==> src/design/plr_pkg.sv <==
`timescale 1ns / 1ps
// Shared constants, types and register map of the PCM linear resampler.
// No dependencies; every other file of the block refers to this package by scoped names.

package plr_pkg;

    // Output frame rate. The phase is counted in units of 1/OUTPUT_RATE_HZ of a source frame.
    localparam int OUTPUT_RATE_HZ = 48000;
    localparam int MAX_OUT        = 48;
    localparam int MIN_STEP       = (OUTPUT_RATE_HZ + MAX_OUT - 1) / MAX_OUT;

    localparam int SAMPLE_W  = 16;
    localparam int PHASE_W   = 18;
    localparam int RATE_W    = 18;
    localparam int GAIN_W    = 16;
    localparam int GAIN_FRAC = 15;
    localparam int COUNT_W   = $clog2(MAX_OUT);
    localparam int POS_W     = $clog2(OUTPUT_RATE_HZ);
    localparam int SUM_W     = PHASE_W + 1;
    localparam int LANES     = 2;

    // Division by the output rate: 48000 is 375 times 2^7, so the quotient is an arithmetic
    // shift followed by a reciprocal multiply by 1/375 and a single upward correction.
    localparam int     RATE_SHIFT  = 7;
    localparam int     RATE_ODD    = OUTPUT_RATE_HZ >> RATE_SHIFT;
    localparam int     RECIP_SHIFT = 35;
    localparam longint RECIP       = (longint'(1) << RECIP_SHIFT) / RATE_ODD;
    localparam int     RECIP_W     = $clog2(RECIP + 1);

    localparam int DIFF_W  = SAMPLE_W + 1;
    localparam int PROD_W  = DIFF_W + POS_W + 1;
    localparam int M_W     = PROD_W - RATE_SHIFT;
    localparam int QPROD_W = M_W + RECIP_W + 1;
    localparam int Q_W     = DIFF_W + 1;
    localparam int R_W     = $clog2(2 * RATE_ODD);
    localparam int GPROD_W = SAMPLE_W + GAIN_W + 1;
    localparam int SAT_MAX = (2 ** (SAMPLE_W - 1)) - 1;
    localparam int SAT_MIN = -(2 ** (SAMPLE_W - 1));

    localparam int PIPE_DEPTH = 6;
    localparam int INFL_W     = $clog2(PIPE_DEPTH + 1);

    localparam int FQ_DEPTH = 4;
    localparam int FQ_PTR_W = $clog2(FQ_DEPTH);
    localparam int FQ_CNT_W = $clog2(FQ_DEPTH + 1);
    localparam int OQ_DEPTH = 8;
    localparam int OQ_PTR_W = $clog2(OQ_DEPTH);
    localparam int OQ_CNT_W = $clog2(OQ_DEPTH + 1);

    localparam int APB_DATA_W = 32;
    localparam int APB_ADDR_W = 4;

    localparam logic              RST_SIXTEEN = 1'b1;
    localparam logic              RST_STEREO  = 1'b0;
    localparam logic [RATE_W-1:0] RST_RATE    = RATE_W'(22050);
    localparam logic [GAIN_W-1:0] RST_GAIN    = GAIN_W'(32768);

    typedef enum logic [1:0] {
        REG_SIXTEEN = 2'd0,
        REG_STEREO  = 2'd1,
        REG_RATE    = 2'd2,
        REG_GAIN    = 2'd3
    } t_reg_idx;

    typedef enum logic {
        BK_IDLE,
        BK_RUN
    } t_back_state;

    typedef struct packed {
        logic              sixteen;
        logic              stereo;
        logic [RATE_W-1:0] rate;
        logic [GAIN_W-1:0] gain;
    } t_cfg;

    typedef struct packed {
        logic signed [SAMPLE_W-1:0] left;
        logic signed [SAMPLE_W-1:0] right;
        logic                       eob;
    } t_frame;

    typedef struct packed {
        logic signed [SAMPLE_W-1:0] left;
        logic signed [SAMPLE_W-1:0] right;
        logic                       last;
    } t_result;

endpackage

==> src/design/plr_outq.sv <==
`timescale 1ns / 1ps
// Result queue between the interpolation pipeline and the output ports.
// Depends on plr_pkg.

module plr_outq (
    input  logic                          i_clk,
    input  logic                          i_rst_n,
    input  logic                          i_wr,
    input  plr_pkg::t_result              i_wdata,
    input  logic                          i_pop,
    output logic                          o_empty,
    output plr_pkg::t_result              o_head,
    output logic [plr_pkg::OQ_CNT_W-1:0]  o_used
);

    plr_pkg::t_result              r_mem [plr_pkg::OQ_DEPTH];
    logic [plr_pkg::OQ_PTR_W-1:0]  r_wr_ptr;
    logic [plr_pkg::OQ_PTR_W-1:0]  r_rd_ptr;
    logic [plr_pkg::OQ_CNT_W-1:0]  r_used;
    logic                          w_take;

    assign o_empty = (r_used == '0);
    assign o_head  = r_mem[r_rd_ptr];
    assign o_used  = r_used;
    assign w_take  = i_pop && !o_empty;

    always_ff @(posedge i_clk) begin
        if (i_wr) begin
            r_mem[r_wr_ptr] <= i_wdata;
        end
    end

    always_ff @(posedge i_clk) begin
        if (!i_rst_n) begin
            r_wr_ptr <= '0;
            r_rd_ptr <= '0;
            r_used   <= '0;
        end else begin
            if (i_wr) begin
                r_wr_ptr <= r_wr_ptr + 1'b1;
            end
            if (w_take) begin
                r_rd_ptr <= r_rd_ptr + 1'b1;
            end
            case ({i_wr, w_take})
                2'b10:   r_used <= r_used + 1'b1;
                2'b01:   r_used <= r_used - 1'b1;
                default: r_used <= r_used;
            endcase
        end
    end

endmodule

==> config.mk <==
export PLATFORM = sky130hd
export DESIGN_NAME = plr_outq
export DESIGN_NICKNAME = d
export VERILOG_FILES = /design/src/design/plr_pkg.sv /design/src/design/plr_outq.sv
export SDC_FILE = /design/constraint.sdc
export NUM_CORES = 1
export LEC_CHECK = 0
export BUFFER_PORTS_ARGS = -buffer_cell sky130_fd_sc_hd__buf_4
export CAP_MARGIN = 40
export CORE_UTILIZATION = 50
export CTS_CLUSTER_DIAMETER = 200
export DETAILED_ROUTE_END_ITERATION = 8
export PLACE_DENSITY = 0.71
export SLEW_MARGIN = 0
export SYNTH_ARGS = -nofsm -noshare
export SYNTH_HDL_FRONTEND = slang
export SYNTH_SLANG_ARGS = --single-unit
==> constraint.sdc <==
create_clock -name i_clk -period 3.1 [get_ports i_clk]
set_input_delay 0.31 -clock i_clk [delete_from_list [all_inputs] [get_ports i_clk]]
set_output_delay 0.31 -clock i_clk [all_outputs]
set_load 0.05 [all_outputs]
==> impl_metrics.py, run 1 <==
metrics = {
    "outcome": {
        "status": "complete, no violations",
    },
    "power": {
        "p_leak_nw": 4.11,
        "peakVddDrop_mv": 0.715,
        "p_per_area_mw_per_mm2": 768,
    },
    "clocking": {
        "clk_pin_slew_worst_paths_ps": 60,
        "cts_setup_buffers": 0,
        "post_cts_resized": 0,
        "cts_tree": "done",
        "insertion_delay_ps": 540,
        "cts_buffer_depth": 3,
        "cts_root_buf": "clkbuf_16",
        "clock_sinks": 277,
        "cts_buffers": 28,
        "htreeDepth": 1,
    },
    "floorplanning": {
        "core_area_mm2": 0.0205,
        "die_area_mm2": 0.0217,
        "io_pins": 75,
        "row_count": 52,
        "die_y_um": 147,
        "start_util_pct": 51.6,
        "fp.dieW_um": 147,
    },
    "route": {
        "vias": 4877,
        "drtPass1Iterations": 4,
        "wl_per_cell_um": 22.5,
        "totalWireLength_um": 19400,
        "route.detailed.drc": 0,
        "antenna_left": 0,
        "viasPerCell": 5.63,
        "initialDrtViolationCount": 360,
    },
    "critical_path": {
        "path_max_fanout": 22,
        "reg2reg_from": "o_used[1]",
        "worstPathRequired_ps": 2790,
        "worstSetupPathType": "reg -> out",
        "cp-start-kind": "flop",
        "cp.arrival_ps": 2520,
        "cp-end-kind": "output pin",
    },
    "sta": {
        "max_freq_mhz": 353,
        "setup_viol": 0,
        "hold_viol_final": 0,
        "tns_ps": 0,
        "fin_crit_sh_pct": 91.4,
        "fin_crit_ps": 2830,
        "slew_violations": 0,
        "fin_hold_ws_ps": 14.0,
        "tightest_slew_ps": 653,
        "fin_worst_skew_ps": 22.8,
        "max_slew_margin_pct": 56.4,
        "rsz0062_at_grt": "no",
    },
    "finish": {
        "final_common_cell": "edfxtp_1",
        "antennaDiodeCount": 0,
        "design_area_mm2": 0.0127,
        "drive_above_1_share_pct": 38.9,
        "final_cell_mix": "edfxtp_1 (264), buf_4 (82), mux4_2 (60)",
        "synthToLayoutAreaGrowth_pct": 20.2,
        "fin_nets": 616,
        "fin_cells": 866,
    },
    "grt": {
        "antenna_found_initial": 0,
        "track_usage_pct": 18.7,
        "grt_pass1_vias": 5254,
        "grt_max_degree": 35,
        "grt_pass1_wl_um": 30300,
        "grt_overflow": 0,
    },
    "yosys": {
        "syn-cell-area_mm2": 0.0106,
        "netlist_instances": 453,
        "syn-num-nets": 495,
        "yosysWarningCount": 0,
        "syn_area_per_cell_um2": 23.4,
        "synth_seq_cells": 277,
        "ys_types": 30,
        "ys_seq_area_share_pct": 77.4,
    },
    "placed_design": {
        "io_buffers": 74,
        "dpl.hpwl_um": 11500,
        "place_area_mm2": 0.0116,
        "placed_cells": 792,
        "finalWeightedCongestion": 0.688,
    },
    "flow_run": {
        "timing.max_cap.violations": 0,
    },
    "hold_path": {
        "hold_path.class": "in -> reg",
        "worstHoldStart": "i_wdata[21]",
    },
}
-- sequential cells by signal, summed over array words and instances (netlist names), named ones only --
signal and cells:
o_used 4, r_mem 264, r_rd_ptr 3, r_wr_ptr 3
-- final cells by class --
type	instances	area [µm²]
timing repair buffer	112	996
clock buffer	36	731
sequential	277	8200
inverter	1	3.75
fill	1418	7770
clock inverter	16	121
multi-input combinational	154	2330
tap	270	338
-- cells by family (layout without fill, tap and decap cells) --
group | after synthesis | after routing | synth area share, %
AND/OR/NAND/NOR | 32 | 32 | 1.57
AO/OA/AOI/OAI | 7 | 7 | 0.508
multiplexers | 103 | 103 | 18.2
flip-flops | 277 | 277 | 77.4
buffers and inverters | 22 | 165 | 1.21
adder cells (fa/ha/maj) | 5 | 5 | 0.591
XOR/XNOR | 7 | 7 | 0.579
-- cells in the mapped netlist --
master    instances  area [µm²]
a21boi_0          1        7.51
a21boi_1          1        7.51
a21oi_1           1        5.00
a41oi_1           1        8.76
and2_1            6        37.5
buf_1             1        3.75
buf_2             6        30.0
buf_6             5        56.3
clkbuf_1          9        33.8
dfxtp_1          13         260
edfxtp_1        264        7930
ha_1              5        62.6
inv_1             1        3.75
mux2_2           34         383
mux2i_1           3        30.0
mux4_1            6         158
mux4_2           60        1350
nand2_1           7        26.3
nand2b_1          5        31.3
nor2_1            6        22.5
nor2b_1           2        12.5
nor3_1            3        15.0
nor4_1            1        6.26
nor4b_1           1        8.76
o21ai_0           1        5.00
o41a_1            1        11.3
o41ai_1           1        8.76
or3_1             1        6.26
xnor2_1           3        26.3
xor2_1            4        35.0
-- through the flow --
step / total power [W] / worst slack (ps) / utilization, %
finish: 0.00977 / 267 / 62.1
floorplan: 0.00616 / 534 / -
detailed placement: 0.00678 / 693 / 56.8
global route: 0.0102 / 118 / 62.1
global placement: 0.00673 / 785 / 56.8
CTS: 0.00988 / 192 / 62.1
-- routing by layer --
layer  wire, µm  vias up  GRT usage, %  share of wire, %
met5          0        -             0                 0
met4        265        0          4.48               1.4
met3       1180       27          3.06               6.1
met2      10400      144          32.6                53
met1       7640     2550          24.6                39
li1           -     2156             -                 -
-- where the power goes --
part	internal [W]	switching (W)
Combinational	0.00102	0.00127
Sequential	0.00423	0.000171
Clock	0.00175	0.00133
-- worst paths after layout --
| kind | to | slack (ps) | cells past startpoint |
|---|---|---|---|
| setup / recovery | o_head[1] | 270 | 4 |
| hold / removal | r_mem[1][21] | 10 | 1 |
| setup reg to reg | o_used[2] | 680 | 8 |
| hold reg to reg | flop | 500 | 2 |
-- worst max-delay path, stage by stage, from the launching register on --
cell,delay [ps]
dfxtp_4,640
buf_12,270
mux4_1,570
mux2_2,290
buf_4,190
-- repair_timing --
item / in CTS / in global routing
endpoints found under the setup margin: 0 / 0
endpoints found under the hold margin: 153 / 0
hold buffers: 22 / 0
Power figures use the tool's default switching activity.
==> run 2, diff against run 1 <==
CORE_UTILIZATION = 40   (was 50)
PLACE_DENSITY = unset   (was 0.71)
==> impl_metrics.py, run 2 (same netlist as run 1, synthesis figures left out) <==
metrics = {
    "outcome": {
        "status": "complete, no violations",
    },
    "grt": {
        "antenna_found_initial": 0,
        "grt_pass1_wl_um": 30100,
        "grt_max_degree": 33,
        "track_usage_pct": 15.1,
        "grt_pass1_vias": 5121,
        "grt_overflow": 0,
    },
    "sta": {
        "fin_worst_skew_ps": 19.2,
        "tns_ps": 0,
        "hold_viol_final": 0,
        "rsz0062_at_grt": "no",
        "slew_violations": 0,
        "setup_viol": 0,
        "tightest_slew_ps": 722,
        "fin_crit_ps": 2850,
        "max_freq_mhz": 350,
        "fin_crit_sh_pct": 92.1,
        "max_slew_margin_pct": 51.7,
    },
    "hold_path": {
        "worstHoldStart": "i_wdata[27]",
        "hold_path_end": "r_mem[5][27]",
        "min_path_cells": 1,
        "hold_path.class": "in -> reg",
    },
    "critical_path": {
        "r2r_cells": 8,
        "worstSetupPathType": "reg -> out",
        "crit_slowest_cell": "dfxtp_4",
        "path_max_fanout": 26,
        "slowest_delay_ps": 720,
        "crit_cells": 4,
        "cp-end-kind": "output pin",
        "critical_path.cell_chain": "buf_12 -> mux4_1 -> mux2_2 -> buf_4",
        "reg2reg_to": "o_used[2]",
        "cp.buffers_inverters": 2,
        "crit_family": "multiplexers",
        "worstPathRequired_ps": 2790,
        "reg2reg_from": "o_used[1]",
        "reg2reg_setup_slack_ps": 720,
        "cp-start-kind": "flop",
        "cp.arrival_ps": 2540,
    },
    "route": {
        "wl_per_cell_um": 21.2,
        "totalWireLength_um": 19900,
        "viasPerCell": 5.15,
        "drtPass1Iterations": 4,
        "vias": 4828,
        "route.detailed.drc": 0,
        "initialDrtViolationCount": 327,
        "antenna_left": 0,
    },
    "finish": {
        "regMostFlops": "r_mem",
        "final_common_cell": "edfxtp_1",
        "register_area_mm2": 0.00820,
        "antennaDiodeCount": 0,
        "drive_above_1_share_pct": 40.1,
        "fin_nets": 623,
        "largest_reg_flops": 264,
        "multi_input_area_mm2": 0.00233,
        "final_cell_mix": "edfxtp_1 (264), buf_4 (88), mux4_2 (60)",
        "synthToLayoutAreaGrowth_pct": 22.2,
        "final.fill_count": 2118,
        "fin_util_pct": 49.7,
    },
    "flow_run": {
        "timing.max_cap.violations": 0,
    },
    "clocking": {
        "post_cts_resized": 0,
        "clk_pin_slew_worst_paths_ps": 60,
        "hold_buffers": 23,
        "cts_setup_buffers": 0,
        "cts_root_buf": "clkbuf_16",
        "cts_buffers": 29,
        "cts_tree": "done",
        "htreeDepth": 1,
        "clock_sinks": 277,
        "cts_buffer_depth": 3,
        "insertion_delay_ps": 530,
    },
    "placed_design": {
        "finalWeightedCongestion": 0.681,
        "io_buffers": 74,
        "dpl.hpwl_um": 11500,
    },
    "power": {
        "p_leak_nw": 4.20,
        "peakVddDrop_mv": 0.630,
        "p_per_area_mw_per_mm2": 782,
    },
    "floorplanning": {
        "io_pins": 75,
        "die_y_um": 165,
        "start_util_pct": 40.7,
        "die_area_mm2": 0.0271,
        "fp.dieW_um": 165,
        "core_area_mm2": 0.0260,
        "row_count": 59,
    },
}
-- run 2: changes by cell type in the layout (fill, tap and decap cells not counted) --
| cell | delta |
|---|---|
| clkinv_8 | -1 |
| clkbuf_1 | -1 |
| clkbuf_16 | +1 |
| clkinv_2 | +3 |
| buf_4 | +6 |
| inv_8 | -1 |
| clkinv_4 | +1 |
| clkinvlp_4 | -3 |
| buf_12 | -1 |
| clkinv_1 | -3 |
| inv_6 | +2 |
| bufinv_16 | +3 |
| dlygate4sd3_1 | +1 |
-- run 2: how the worst max path moves through the flow --
stage / endpoint / slack (ps)
global route: o_head[17] / 110
CTS: o_head[26] / 160
global placement: o_head[25] / 750
finish: o_head[26] / 250
detailed placement: o_used[2] / 700
floorplan: o_empty / 530
-- run 2: per-layer routing --
| layer | global-route usage (%) | wire length [µm] | vias to the layer above | share of wire [%] |
|---|---|---|---|---|
| met4 | 3.88 | 306 | 0 | 1.5 |
| met1 | 20.9 | 8820 | 2526 | 44 |
| li1 | - | - | 2170 | - |
| met2 | 25.1 | 9940 | 110 | 50 |
| met3 | 2.36 | 863 | 22 | 4.3 |
| met5 | 0 | 0 | - | 0 |
-- run 2: stage by stage --
step	hold slack (ps)	cells	setup slack [ps]	total power, W	cell area [µm²]
3_3_place_gp	474	862	753	0.00676	11800
6_report	21.5	938	245	0.0101	12900
4_1_cts	0.0642	938	163	0.0102	12900
5_1_grt	7.34	938	111	0.0105	12900
2_1_floorplan	409	453	534	0.00616	10600
3_5_place_dp	478	862	697	0.00680	11800
-- run 2: layout make-up --
class,count,share of cell area [%]
clock buffer,36,5.82
inverter,1,0.0290
tap,335,3.24
multi-input combinational,154,18.1
sequential,277,63.4
clock inverter,17,1.48
timing repair buffer,118,7.98
-- run 2: power by group --
group          switching [W]  leakage [nW]  internal [W]
registers           0.000170          2.51       0.00423
logic                0.00128          1.23       0.00103
clock network        0.00134         0.465       0.00205
total                0.00279          4.20       0.00732
