File: config.mk
export PLATFORM = sky130hd
export DESIGN_NAME = plr_front
export DESIGN_NICKNAME = d
export VERILOG_FILES = /design/src/design/plr_pkg.sv /design/src/design/plr_front.sv
export SDC_FILE = /design/constraint.sdc
export NUM_CORES = 1
export LEC_CHECK = 0
export ABC_AREA = 1
export BUFFER_PORTS_ARGS = -buffer_cell sky130_fd_sc_hd__buf_2
export CORE_AREA = 3 3 180 138
export CTS_BUF_LIST = sky130_fd_sc_hd__clkbuf_8
export DETAILED_ROUTE_END_ITERATION = 12
export DIE_AREA = 0 0 183 141
export GPL_TIMING_DRIVEN = 0
export PLACE_DENSITY_LB_ADDON = 0.12
export SLEW_MARGIN = 20
export SYNTH_ARGS = -nofsm -noshare
export SYNTH_HDL_FRONTEND = slang
export SYNTH_SLANG_ARGS = --single-unit
File: constraint.sdc
create_clock -name i_clk -period 4.9 [get_ports i_clk]
set_input_delay 0.98 -clock i_clk [delete_from_list [all_inputs] [get_ports i_clk]]
set_output_delay 0.98 -clock i_clk [all_outputs]
set_load 0.1 [all_outputs]
File: src/design/plr_pkg.sv
`timescale 1ns / 1ps
// Shared constants, types and register map of the PCM linear resampler.
// No dependencies; every other file of the block refers to this package by scoped names.

package plr_pkg;

    // Output frame rate. The phase is counted in units of 1/OUTPUT_RATE_HZ of a source frame.
    localparam int OUTPUT_RATE_HZ = 48000;
    localparam int MAX_OUT        = 48;
    localparam int MIN_STEP       = (OUTPUT_RATE_HZ + MAX_OUT - 1) / MAX_OUT;

    localparam int SAMPLE_W  = 16;
    localparam int PHASE_W   = 18;
    localparam int RATE_W    = 18;
    localparam int GAIN_W    = 16;
    localparam int GAIN_FRAC = 15;
    localparam int COUNT_W   = $clog2(MAX_OUT);
    localparam int POS_W     = $clog2(OUTPUT_RATE_HZ);
    localparam int SUM_W     = PHASE_W + 1;
    localparam int LANES     = 2;

    // Division by the output rate: 48000 is 375 times 2^7, so the quotient is an arithmetic
    // shift followed by a reciprocal multiply by 1/375 and a single upward correction.
    localparam int     RATE_SHIFT  = 7;
    localparam int     RATE_ODD    = OUTPUT_RATE_HZ >> RATE_SHIFT;
    localparam int     RECIP_SHIFT = 35;
    localparam longint RECIP       = (longint'(1) << RECIP_SHIFT) / RATE_ODD;
    localparam int     RECIP_W     = $clog2(RECIP + 1);

    localparam int DIFF_W  = SAMPLE_W + 1;
    localparam int PROD_W  = DIFF_W + POS_W + 1;
    localparam int M_W     = PROD_W - RATE_SHIFT;
    localparam int QPROD_W = M_W + RECIP_W + 1;
    localparam int Q_W     = DIFF_W + 1;
    localparam int R_W     = $clog2(2 * RATE_ODD);
    localparam int GPROD_W = SAMPLE_W + GAIN_W + 1;
    localparam int SAT_MAX = (2 ** (SAMPLE_W - 1)) - 1;
    localparam int SAT_MIN = -(2 ** (SAMPLE_W - 1));

    localparam int PIPE_DEPTH = 6;
    localparam int INFL_W     = $clog2(PIPE_DEPTH + 1);

    localparam int FQ_DEPTH = 4;
    localparam int FQ_PTR_W = $clog2(FQ_DEPTH);
    localparam int FQ_CNT_W = $clog2(FQ_DEPTH + 1);
    localparam int OQ_DEPTH = 8;
    localparam int OQ_PTR_W = $clog2(OQ_DEPTH);
    localparam int OQ_CNT_W = $clog2(OQ_DEPTH + 1);

    localparam int APB_DATA_W = 32;
    localparam int APB_ADDR_W = 4;

    localparam logic              RST_SIXTEEN = 1'b1;
    localparam logic              RST_STEREO  = 1'b0;
    localparam logic [RATE_W-1:0] RST_RATE    = RATE_W'(22050);
    localparam logic [GAIN_W-1:0] RST_GAIN    = GAIN_W'(32768);

    typedef enum logic [1:0] {
        REG_SIXTEEN = 2'd0,
        REG_STEREO  = 2'd1,
        REG_RATE    = 2'd2,
        REG_GAIN    = 2'd3
    } t_reg_idx;

    typedef enum logic {
        BK_IDLE,
        BK_RUN
    } t_back_state;

    typedef struct packed {
        logic              sixteen;
        logic              stereo;
        logic [RATE_W-1:0] rate;
        logic [GAIN_W-1:0] gain;
    } t_cfg;

    typedef struct packed {
        logic signed [SAMPLE_W-1:0] left;
        logic signed [SAMPLE_W-1:0] right;
        logic                       eob;
    } t_frame;

    typedef struct packed {
        logic signed [SAMPLE_W-1:0] left;
        logic signed [SAMPLE_W-1:0] right;
        logic                       last;
    } t_result;

endpackage

File: src/design/plr_front.sv
`timescale 1ns / 1ps
// Front end: accepts source frames, converts samples to signed 16-bit, and queues them.
// Depends on plr_pkg.

module plr_front (
    input  logic                     i_clk,
    input  logic                     i_rst_n,
    input  plr_pkg::t_cfg            i_cfg,
    input  logic                     i_push,
    output logic                     o_full,
    input  logic [15:0]              i_left_raw,
    input  logic [15:0]              i_right_raw,
    input  logic                     i_end_of_buffer,
    output logic                     o_frame_valid,
    output plr_pkg::t_frame          o_frame,
    input  logic                     i_frame_pop
);

    plr_pkg::t_frame                  r_mem [plr_pkg::FQ_DEPTH];
    logic [plr_pkg::FQ_PTR_W-1:0]     r_wr_ptr;
    logic [plr_pkg::FQ_PTR_W-1:0]     r_rd_ptr;
    logic [plr_pkg::FQ_CNT_W-1:0]     r_count;
    logic                             w_accept;
    logic                             w_take;
    plr_pkg::t_frame                  w_conv;
    logic signed [plr_pkg::SAMPLE_W-1:0] w_left;

    // 8-bit samples are offset binary; flipping the top bit and scaling by 256 centres them.
    function automatic logic signed [plr_pkg::SAMPLE_W-1:0] conv_sample(
        input logic [15:0] raw,
        input logic        sixteen
    );
        logic signed [plr_pkg::SAMPLE_W-1:0] res;
        if (sixteen) begin
            res = $signed(raw);
        end else begin
            res = $signed({raw[7] ^ 1'b1, raw[6:0], 8'h00});
        end
        return res;
    endfunction

    always_comb begin
        w_left      = conv_sample(i_left_raw, i_cfg.sixteen);
        w_conv.left = w_left;
        w_conv.right = i_cfg.stereo ? conv_sample(i_right_raw, i_cfg.sixteen) : w_left;
        w_conv.eob  = i_end_of_buffer;
    end

    assign o_full        = (r_count == plr_pkg::FQ_CNT_W'(plr_pkg::FQ_DEPTH));
    assign o_frame_valid = (r_count != '0);
    assign o_frame       = r_mem[r_rd_ptr];
    assign w_accept      = i_push && !o_full;
    assign w_take        = i_frame_pop && o_frame_valid;

    always_ff @(posedge i_clk) begin
        if (w_accept) begin
            r_mem[r_wr_ptr] <= w_conv;
        end
    end

    always_ff @(posedge i_clk) begin
        if (!i_rst_n) begin
            r_wr_ptr <= '0;
            r_rd_ptr <= '0;
            r_count  <= '0;
        end else begin
            if (w_accept) begin
                r_wr_ptr <= r_wr_ptr + 1'b1;
            end
            if (w_take) begin
                r_rd_ptr <= r_rd_ptr + 1'b1;
            end
            case ({w_accept, w_take})
                2'b10:   r_count <= r_count + 1'b1;
                2'b01:   r_count <= r_count - 1'b1;
                default: r_count <= r_count;
            endcase
        end
    end

endmodule

==> metrics.yaml, run 1 <==
critical_path:
  slowest_stage: "clkbuf_1"
  endpoint_kind: "output port"
  startpoint_type: "flop"
  required_ps: 3920
  critPathKind: "flop to output port"
  cp_cell_sequence: "inv_2 -> clkbuf_1 -> o21ai_1 -> o22ai_1 -> buf_2"
  worstPathArrival_ps: 2530
  max_stage_delay_ps: 520
  cp_max_fo: 10
route:
  routed_wl_um: 17400
  via_per_inst: 4.56
  drtIter0Drc: 275
  vias: 4040
  first_pass_iters: 5
  antenna_left: 0
  drc: 0
  avgRoutedWirePerCell_um: 19.6
cells_and_area:
  antennaDiodeCount: 0
  fin_area_um2: 7070
  drive_gt1_share_pct: 23.7
  syn2layout_area_growth_pct: 22.2
  fin_nets: 652
global_routing:
  antenna_found_initial: 0
  grt_pass1_wl_um: 25800
  grt-ovfl-total: 0
  globalRouteMet1Util_pct: 19.3
  grt_pass1_vias: 4087
  grtUsageMet3_pct: 3.56
  grt.met2_usage_pct: 21.1
  grt_max_degree: 18
  top_usage_layer: "met2"
  globalRouteTotalUtil_pct: 13.7
sta:
  hold_viol: 0
  slew_violations: 0
  skew_ps: 7.37
  setup_tns_ps: 0
  final.period_utilization_pct: 71.6
  min_period_ps: 3510
  setup_viol_count_final: 0
  max_freq_ghz: 0.285
  max_slew_margin_pct: 50.8
  rsz0062_at_grt: "false"
  worst_slew_pin_slew_ps: 730
cts:
  clk_latency_ps: 440
  cts_resized: 0
  ctsRootBufferMaster: "clkbuf_8"
  post_cts.repair.setup_buffers: 0
  cts.sinks: 141
  path_clk_slew_ps: 80
  clockBufferDepth: 2
  tritoncts: "done"
  cts_max_level: 4
  cts_buffers: 17
  hold_buffers: 0
die:
  die_width_um: 183
  io_pins: 108
  initial_utilization_pct: 25.1
  core_um2: 23100
  die_area_um2: 25800
  fp.dieH_um: 141
  fp-row-count: 48
logic_synthesis:
  synth.yosys.seq_area_share_pct: 71.6
  synth_commonest_cells: "edfxtp_1 (132), nor2_1 (76), o21ai_0 (74)"
  yosysTopAreaCell: "edfxtp_1"
  syn_inst: 477
  syn_area_um2: 5790
  synth_most_common_cell: "edfxtp_1"
  syn_nets: 556
  synth_cell_types: 22
  avgSynthCellArea_um2: 12.1
  yosysTopAreaCellShare_pct: 68.5
  yosys_warnings: 0
  synth-main-ff-cell: "edfxtp_1"
  synth_edf_count: 132
  ys_ff_latch: 141
  yosys-top-cells-area: "edfxtp_1 (68%), o21ai_0 (6.4%), nor2_1 (4.9%)"
  synthArstFlopShare_pct: 0
power:
  vdd_drop_max_mv: 0.347
  power_density_nw_per_um2: 599
  p_leak_nw: 2.59
place:
  place.gp.congestion: 0.795
  hpwlAfterDp_um: 12200
  place_area_um2: 6720
  io_buffer_count: 71
outcome:
  outcome: "finished, final reports clean"
job:
  maxCapViolCount: 0
min_path:
  hold_class: "flop to flop"
sequential cells by signal (all words and copies together) (netlist names), named ones only:
signal,flops
r_count,3
r_mem,132
r_rd_ptr,2
r_wr_ptr,2
cell type report:
class | count | area [um^2]
flip-flops and latches | 141 | 4140
multi-input cells | 266 | 1370
plain buffers | 26 | 143
inverters | 44 | 168
clock inverters | 15 | 124
repair buffers | 77 | 520
fillers | 2396 | 16000
well taps | 300 | 375
clock buffers | 17 | 234
worst max-delay path: cells and delay by family, from the launching register on:
kind / cells / cell delay (ps)
AO/OA/AOI/OAI: 2 / 490
buffers and inverters: 3 / 1180
flip-flops: 1 / 410
final timing paths:
kind / start / to / slack, ps / depth (start not counted)
setup / recovery: flop / o_frame[16] / 1390 / 5
setup reg to reg: r_count[1]$_SDFFE_PN0P_ / r_count[2]$_SDFFE_PN0P_ / 2830 / 12
hold / removal: r_rd_ptr[1]$_SDFFE_PN0P_ / r_rd_ptr[1]$_SDFFE_PN0P_ / 500 / 2
hold reg to reg: r_rd_ptr[1]$_SDFFE_PN0P_ / r_rd_ptr[1]$_SDFFE_PN0P_ / 500 / 2
placed cells by master, fill, tap and decap left out, drive strengths merged, types with 5 or more instances in the layout:
cell	synthesis	layout
o21ai	93	93
nand2	25	25
or2	7	7
clkinv	0	6
clkbuf	8	25
ha	5	5
buf	18	95
a21oi	13	13
nand3	6	6
inv	44	45
clkinvlp	0	7
nor2	76	76
edfxtp	132	132
o22ai	40	40
dfxtp	9	9
kinds of logic after synthesis:
| logic type | share of synthesized area (%) |
|---|---|
| and+or+nand+nor | 7.91 |
| DFF | 71.6 |
| buffers and inverters | 5.36 |
| adders and majority gates | 1.43 |
| AOI/OAI and AO/OA | 13.7 |
through the flow:
step                setup WS [ps]  total power, mW  cells  hold WS, ps  util [%]
floorplan                    1680             2.97    477          462         -
CTS                          1360             4.28    886          504      30.7
finish                       1390             4.24    886          503      30.7
global placement              281             3.38    848          494      28.3
global route                 1280             4.44    886          536      30.7
detailed placement           1860             3.43    854          492      29.1
per-layer routing:
layer  wire, um  part of all wire (%)  up-vias
met2       7860                    45      129
met5          0                     0        -
met1       8340                    48     1990
li1           -                     -     1906
met4        227                   1.3        0
met3        964                   5.5       15
power by group:
part	internal (mW)	switching [mW]	leakage [nW]	total [mW]
Combinational	0.310	1.59	1.13	1.90
Clock	0.396	0.464	0.163	0.860
Sequential	1.44	0.0372	1.30	1.48
(Power assumes the default switching activity.)
==> run 2, diff against run 1 <==
Clock period 4.9 ns to 3.14 ns, I/O delays scaled along.
==> run 2 against run 1 <==
  * Hold slack worse by 91 ps
  * Clock power up 56%
  * Routed wire length about the same
  * Worst setup slack worse by 1200 ps
  * Sequential share of layout area down 0.062 points
  * Critical endpoint unchanged
  * Final area up 0.11%
  * Via count down 0.64%
==> metrics.yaml, run 2 (synthesized netlist as in run 1, its figures left out) <==
die:
  core_um2: 23100  # unchanged
  die_area_um2: 25800  # unchanged
  fp-row-count: 48  # unchanged
  io_pins: 108  # unchanged
  die_width_um: 183  # unchanged
  initial_utilization_pct: 25.1  # unchanged
  fp.dieH_um: 141  # unchanged
critical_path:
  critPathKind: "flop to output port"  # unchanged
  worstPathArrival_ps: 2330  # was 2530 ps
  required_ps: 2510  # was 3920 ps
  reg2reg_from: "r_count[1]$_SDFFE_PN0P_"  # unchanged
  cp_max_fo: 10  # unchanged
  reg2reg_slack_ps: 1080  # was 2830 ps
  endpoint_kind: "output port"  # unchanged
  startpoint_type: "flop"  # unchanged
  reg2reg_depth: 12  # unchanged
  reg2reg_to: "r_count[2]$_SDFFE_PN0P_"  # unchanged
sta:
  skew_ps: 7.76  # was 7.37 ps
  slew_violations: 0  # unchanged
  final.period_utilization_pct: 94.3
  hold_viol: 0  # unchanged
  worst_slew_pin_slew_ps: 778  # was 730 ps
  min_period_ps: 2960
  rsz0062_at_grt: "false"  # unchanged
  setup_viol_count_final: 0  # unchanged
  max_freq_ghz: 0.338
  max_slew_margin_pct: 47.6  # was 50.8%
  setup_tns_ps: 0  # unchanged
  holdWs_ps: 412  # was 503 ps
  finalWorstSetupSlack_ps: 180  # was 1390 ps
cells_and_area:
  syn2layout_area_growth_pct: 22.3  # was 22.2%
  finalNonFillerCells: 886  # unchanged
  final_common_cell: "edfxtp_1"  # unchanged
  antennaDiodeCount: 0  # unchanged
  reg.largest.list: "r_mem x132, r_count x3"  # unchanged
  layout_common_cells: "edfxtp_1 (132), buf_2 (82), o21ai_0 (74)"  # was edfxtp_1 (132), buf_2 (83), o21ai_0 (74)
  fin_nets: 652  # unchanged
  n_fill_cell: 2392  # was 2396
  multi_input_area_um2: 1370  # unchanged
  top_register: "r_mem"  # unchanged
  fin_util_pct: 30.7  # about the same
  fin_area_um2: 7080  # was 7070 um^2
  largest_reg_flops: 132  # unchanged
  drive_gt1_share_pct: 24.4  # was 23.7%
  regArea_um2: 4140  # unchanged
cts:
  post_cts.repair.setup_buffers: 0  # unchanged
  ctsRootBufferMaster: "clkbuf_8"  # unchanged
  hold_buffers: 0  # unchanged
  tritoncts: "done"  # unchanged
  cts.sinks: 141  # unchanged
  cts_max_level: 4  # unchanged
  clk_latency_ps: 440  # about the same
  path_clk_slew_ps: 80  # about the same
  clockBufferDepth: 2  # unchanged
  cts_buffers: 17  # unchanged
power:
  finalPower_mw: 6.62  # was 4.24 mW
  vdd_drop_max_mv: 0.552  # was 0.347 mV
  power_density_nw_per_um2: 934  # was 599 nW/um^2
  p_leak_nw: 2.60  # was 2.59 nW
route:
  routed_wl_um: 17400  # about the same
  drc: 0  # unchanged
  via_per_inst: 4.53  # was 4.56
  first_pass_iters: 5  # unchanged
  avgRoutedWirePerCell_um: 19.6  # about the same
  vias: 4014  # was 4040
  drtIter0Drc: 294  # was 275
  antenna_left: 0  # unchanged
min_path:
  hold_class: "primary input to flop"  # was flop to flop
  worst_hold_path.endpoint: "r_mem[0][0]$_DFFE_PP_"  # was r_rd_ptr[1]$_SDFFE_PN0P_
  min_path_cells: 1  # was 2
  hp-start: "i_end_of_buffer"  # was r_rd_ptr[1]$_SDFFE_PN0P_
global_routing:
  grt_pass1_vias: 4090  # was 4087
  antenna_found_initial: 0  # unchanged
  grt_pass1_wl_um: 25800  # about the same
  grt-ovfl-total: 0  # unchanged
  grt_max_degree: 18  # unchanged
  globalRouteTotalUtil_pct: 13.7  # about the same
outcome:
  outcome: "finished, final reports clean"  # unchanged
place:
  place.gp.congestion: 0.795  # unchanged
  place_area_um2: 6720  # unchanged
  place_ws_ps: 455  # was 1860 ps
  hpwlAfterDp_um: 12200  # unchanged
  io_buffer_count: 71  # unchanged
  place_inst: 854  # unchanged
job:
  maxCapViolCount: 0  # unchanged
run 2: cell types whose count changed in the layout (fill, tap and decap cells not counted), sizes merged:
cell and delta:
buf -1, clkbuf +1
run 2: layer usage:
metal	routed length [um]	global-route usage, %	part of all wire [%]
met5	0	0	0
met4	230	3.57	1.3
met3	948	3.56	5.4
met2	7900	21.1	45
met1	8330	19.4	48
run 2: critical path, stage by stage (launching register included):
cell,delay [ps]
dfxtp_1,420
buf_4,210
buf_2,300
nor2_1,90
o22ai_1,350
buf_2,510
run 2: where the power goes:
group | internal (mW) | switching, mW
Combinational | 0.488 | 2.48
Sequential | 2.25 | 0.0582
Clock | 0.617 | 0.719
Total | 3.36 | 3.26
run 2: worst max path at each step:
stage,slack [ps],endpoint,start
after floorplan,280,o_frame[10],flop
after global placement,-1130,r_mem[3][29]$_DFFE_PP_,i_push
after detailed placement,450,o_frame[16],flop
after CTS,60,o_frame[16],flop
after global routing,50,o_frame[22],flop
final,180,o_frame[16],flop
run 2: layout make-up:
type,instances,share of cell area [%]
inverters,44,2.37
repair buffers,77,7.39
clock inverters,15,1.75
multi-input cells,266,19.3
plain buffers,26,2.08
flip-flops and latches,141,58.5
clock buffers,17,3.30
well taps,300,5.30
run 2: what timing repair did:
item | CTS | global route
resized for setup | 2 | 5
pin swaps | 0 | 0
cloned | 0 | 0
endpoints found under the setup margin | 2 | 3
==> run 3, diff against run 2 <==
Settings changed: RECOVER_POWER from default to 100.
==> run 3 against run 2 <==
  * The flow now finishes with violations (capacitance limit, slew limit)
  * Clock skew rose by 1.4 ps
  * Hold slack improved by 39 ps
  * Power fell by 0.63%
  * Non-clock buffer count unchanged
  * Final cell count stayed put
  * Critical path type unchanged
  * Largest cell class unchanged
  * Highest routed layer unchanged
==> metrics.yaml, run 3 (synthesized netlist as in run 1, its figures left out) <==
global_routing:
  grt_pass1_vias: 4090  # unchanged
  grt-ovfl-total: 0  # unchanged
  grt_max_degree: 18  # unchanged
  antenna_found_initial: 0  # unchanged
  grt_pass1_wl_um: 25800  # unchanged
  globalRouteTotalUtil_pct: 13.7  # unchanged
cts:
  cts.sinks: 141  # unchanged
  tritoncts: "done"  # unchanged
  hold_buffers: 0  # unchanged
  path_clk_slew_ps: 80  # about the same
  clk_latency_ps: 440  # about the same
  clockBufferDepth: 2  # unchanged
  ctsRootBufferMaster: "clkbuf_8"  # unchanged
  cts_max_level: 4  # unchanged
  cts_buffers: 17  # unchanged
critical_path:
  reg2reg_slack_ps: 360  # was 1080 ps
  crit_end: "o_frame[16]"  # unchanged
  cp_max_fo: 10  # unchanged
  required_ps: 2510  # about the same
  startpoint_type: "flop"  # unchanged
  reg2reg_depth: 6  # was 12
  endpoint_kind: "output port"  # unchanged
  worstPathArrival_ps: 2370  # was 2330 ps
  reg2reg_from: "r_count[1]$_SDFFE_PN0P_"  # unchanged
  reg2reg_to: "r_mem[0][24]$_DFFE_PP_"  # was r_count[2]$_SDFFE_PN0P_
  critPathKind: "flop to output port"  # unchanged
die:
  die_area_um2: 25800  # unchanged
  die_width_um: 183  # unchanged
  io_pins: 108  # unchanged
  core_um2: 23100  # unchanged
  initial_utilization_pct: 25.1  # unchanged
  fp.dieH_um: 141  # unchanged
  fp-row-count: 48  # unchanged
sta:
  final.period_utilization_pct: 95.4  # was 94.3%
  rsz0062_at_grt: "false"  # unchanged
  holdWs_ps: 451  # was 412 ps
  skew_ps: 9.13  # was 7.76 ps
  slew_violations: 34  # was 0
  max_slew_margin_pct: -26.2  # was 47.6%
  worst_slew_pin_slew_ps: 1890  # was 778 ps
  setup_viol_count_final: 0  # unchanged
  setup_tns_ps: 0  # unchanged
  max_freq_ghz: 0.334  # was 0.338 GHz
  min_period_ps: 3000  # was 2960 ps
  hold_viol: 0  # unchanged
route:
  drc: 0  # unchanged
  antenna_left: 0  # unchanged
  vias: 4019  # was 4014
  first_pass_iters: 5  # unchanged
  via_per_inst: 4.54  # was 4.53
  avgRoutedWirePerCell_um: 19.7  # was 19.6 um
  drtIter0Drc: 312  # was 294
  routed_wl_um: 17400  # about the same
power:
  vdd_drop_max_mv: 0.551  # was 0.552 mV
  power_density_nw_per_um2: 944  # was 934 nW/um^2
  p_leak_nw: 2.55  # was 2.60 nW
cells_and_area:
  final_common_cell: "edfxtp_1"  # unchanged
  fin_nets: 652  # unchanged
  syn2layout_area_growth_pct: 20.2  # was 22.3%
  drive_gt1_share_pct: 21.5  # was 24.4%
  largest_reg_flops: 132  # unchanged
  reg.largest.list: "r_mem x132, r_count x3"  # unchanged
  fin_util_pct: 30.2  # was 30.7%
  top_register: "r_mem"  # unchanged
  antennaDiodeCount: 0  # unchanged
  layout_common_cells: "edfxtp_1 (132), o21ai_0 (79), nor2_1 (76)"  # was edfxtp_1 (132), buf_2 (82), o21ai_0 (74)
outcome:
  violations: "capacitance limit, slew limit"
  outcome: "complete, but fails checks"  # was finished, final reports clean
place:
  hpwlAfterDp_um: 12200  # unchanged
  place.gp.congestion: 0.795  # unchanged
  io_buffer_count: 71  # unchanged
min_path:
  hold_class: "primary input to flop"  # unchanged
  hp-start: "i_rst_n"  # was i_end_of_buffer
job:
  maxCapViolCount: 2  # was 0
run 3: cell type report:
cell class,instances,area [um^2]
Sequential cell,141,4140
Multi-Input combinational cell,266,1320
Tap cell,300,375
Timing Repair Buffer,77,473
Buffer,26,129
Clock buffer,17,234
Clock inverter,15,124
Fill cell,2408,16100
Inverter,44,166
run 3: per-layer routing:
layer | GRT usage (%) | up-vias | wire length (um)
met4 | 3.57 | 0 | 189
met1 | 19.4 | 1974 | 8320
met3 | 3.56 | 13 | 955
met5 | 0 | - | 0
li1 | - | 1910 | -
met2 | 21.1 | 122 | 7990
run 3: timing repair:
item,4_1_cts,5_1_grt
gates resized for setup,2,5
setup buffers,0,0
endpoints found under the setup margin,2,3
run 3: through the flow:
step           power, mW  std cells  worst slack [ps]  area (um^2)
5_1_grt             6.90        886              31.7         6960
3_5_place_dp        5.35        854               455         6720
6_report            6.57        886               144         6960
3_3_place_gp        5.28        848             -1130         6520
2_1_floorplan       4.64        477               276         5790
4_1_cts             6.69        886              57.1         7080
run 3: worst min-delay path by stage:
stage / depth (start not counted) / slack [ps] / to
after global placement: 2 / 490 / r_wr_ptr[0]$_SDFFE_PN0P_
after CTS: 1 / 380 / r_mem[0][0]$_DFFE_PP_
final: 3 / 450 / r_count[2]$_SDFFE_PN0P_
after floorplan: 2 / 460 / flop
after global routing: 3 / 440 / r_count[2]$_SDFFE_PN0P_
after detailed placement: 2 / 490 / flop
run 3: report_power, final:
group	internal [mW]	leakage [nW]	switching, mW
sequential	2.26	1.30	0.0586
clock	0.617	0.163	0.726
combinational	0.452	1.10	2.47
run 3: critical path: stages, from the launching register on:
cell	delay [ps]
dfxtp_1	420
buf_4	210
buf_2	300
nor2_1	90
o22ai_1	350
clkbuf_2	540
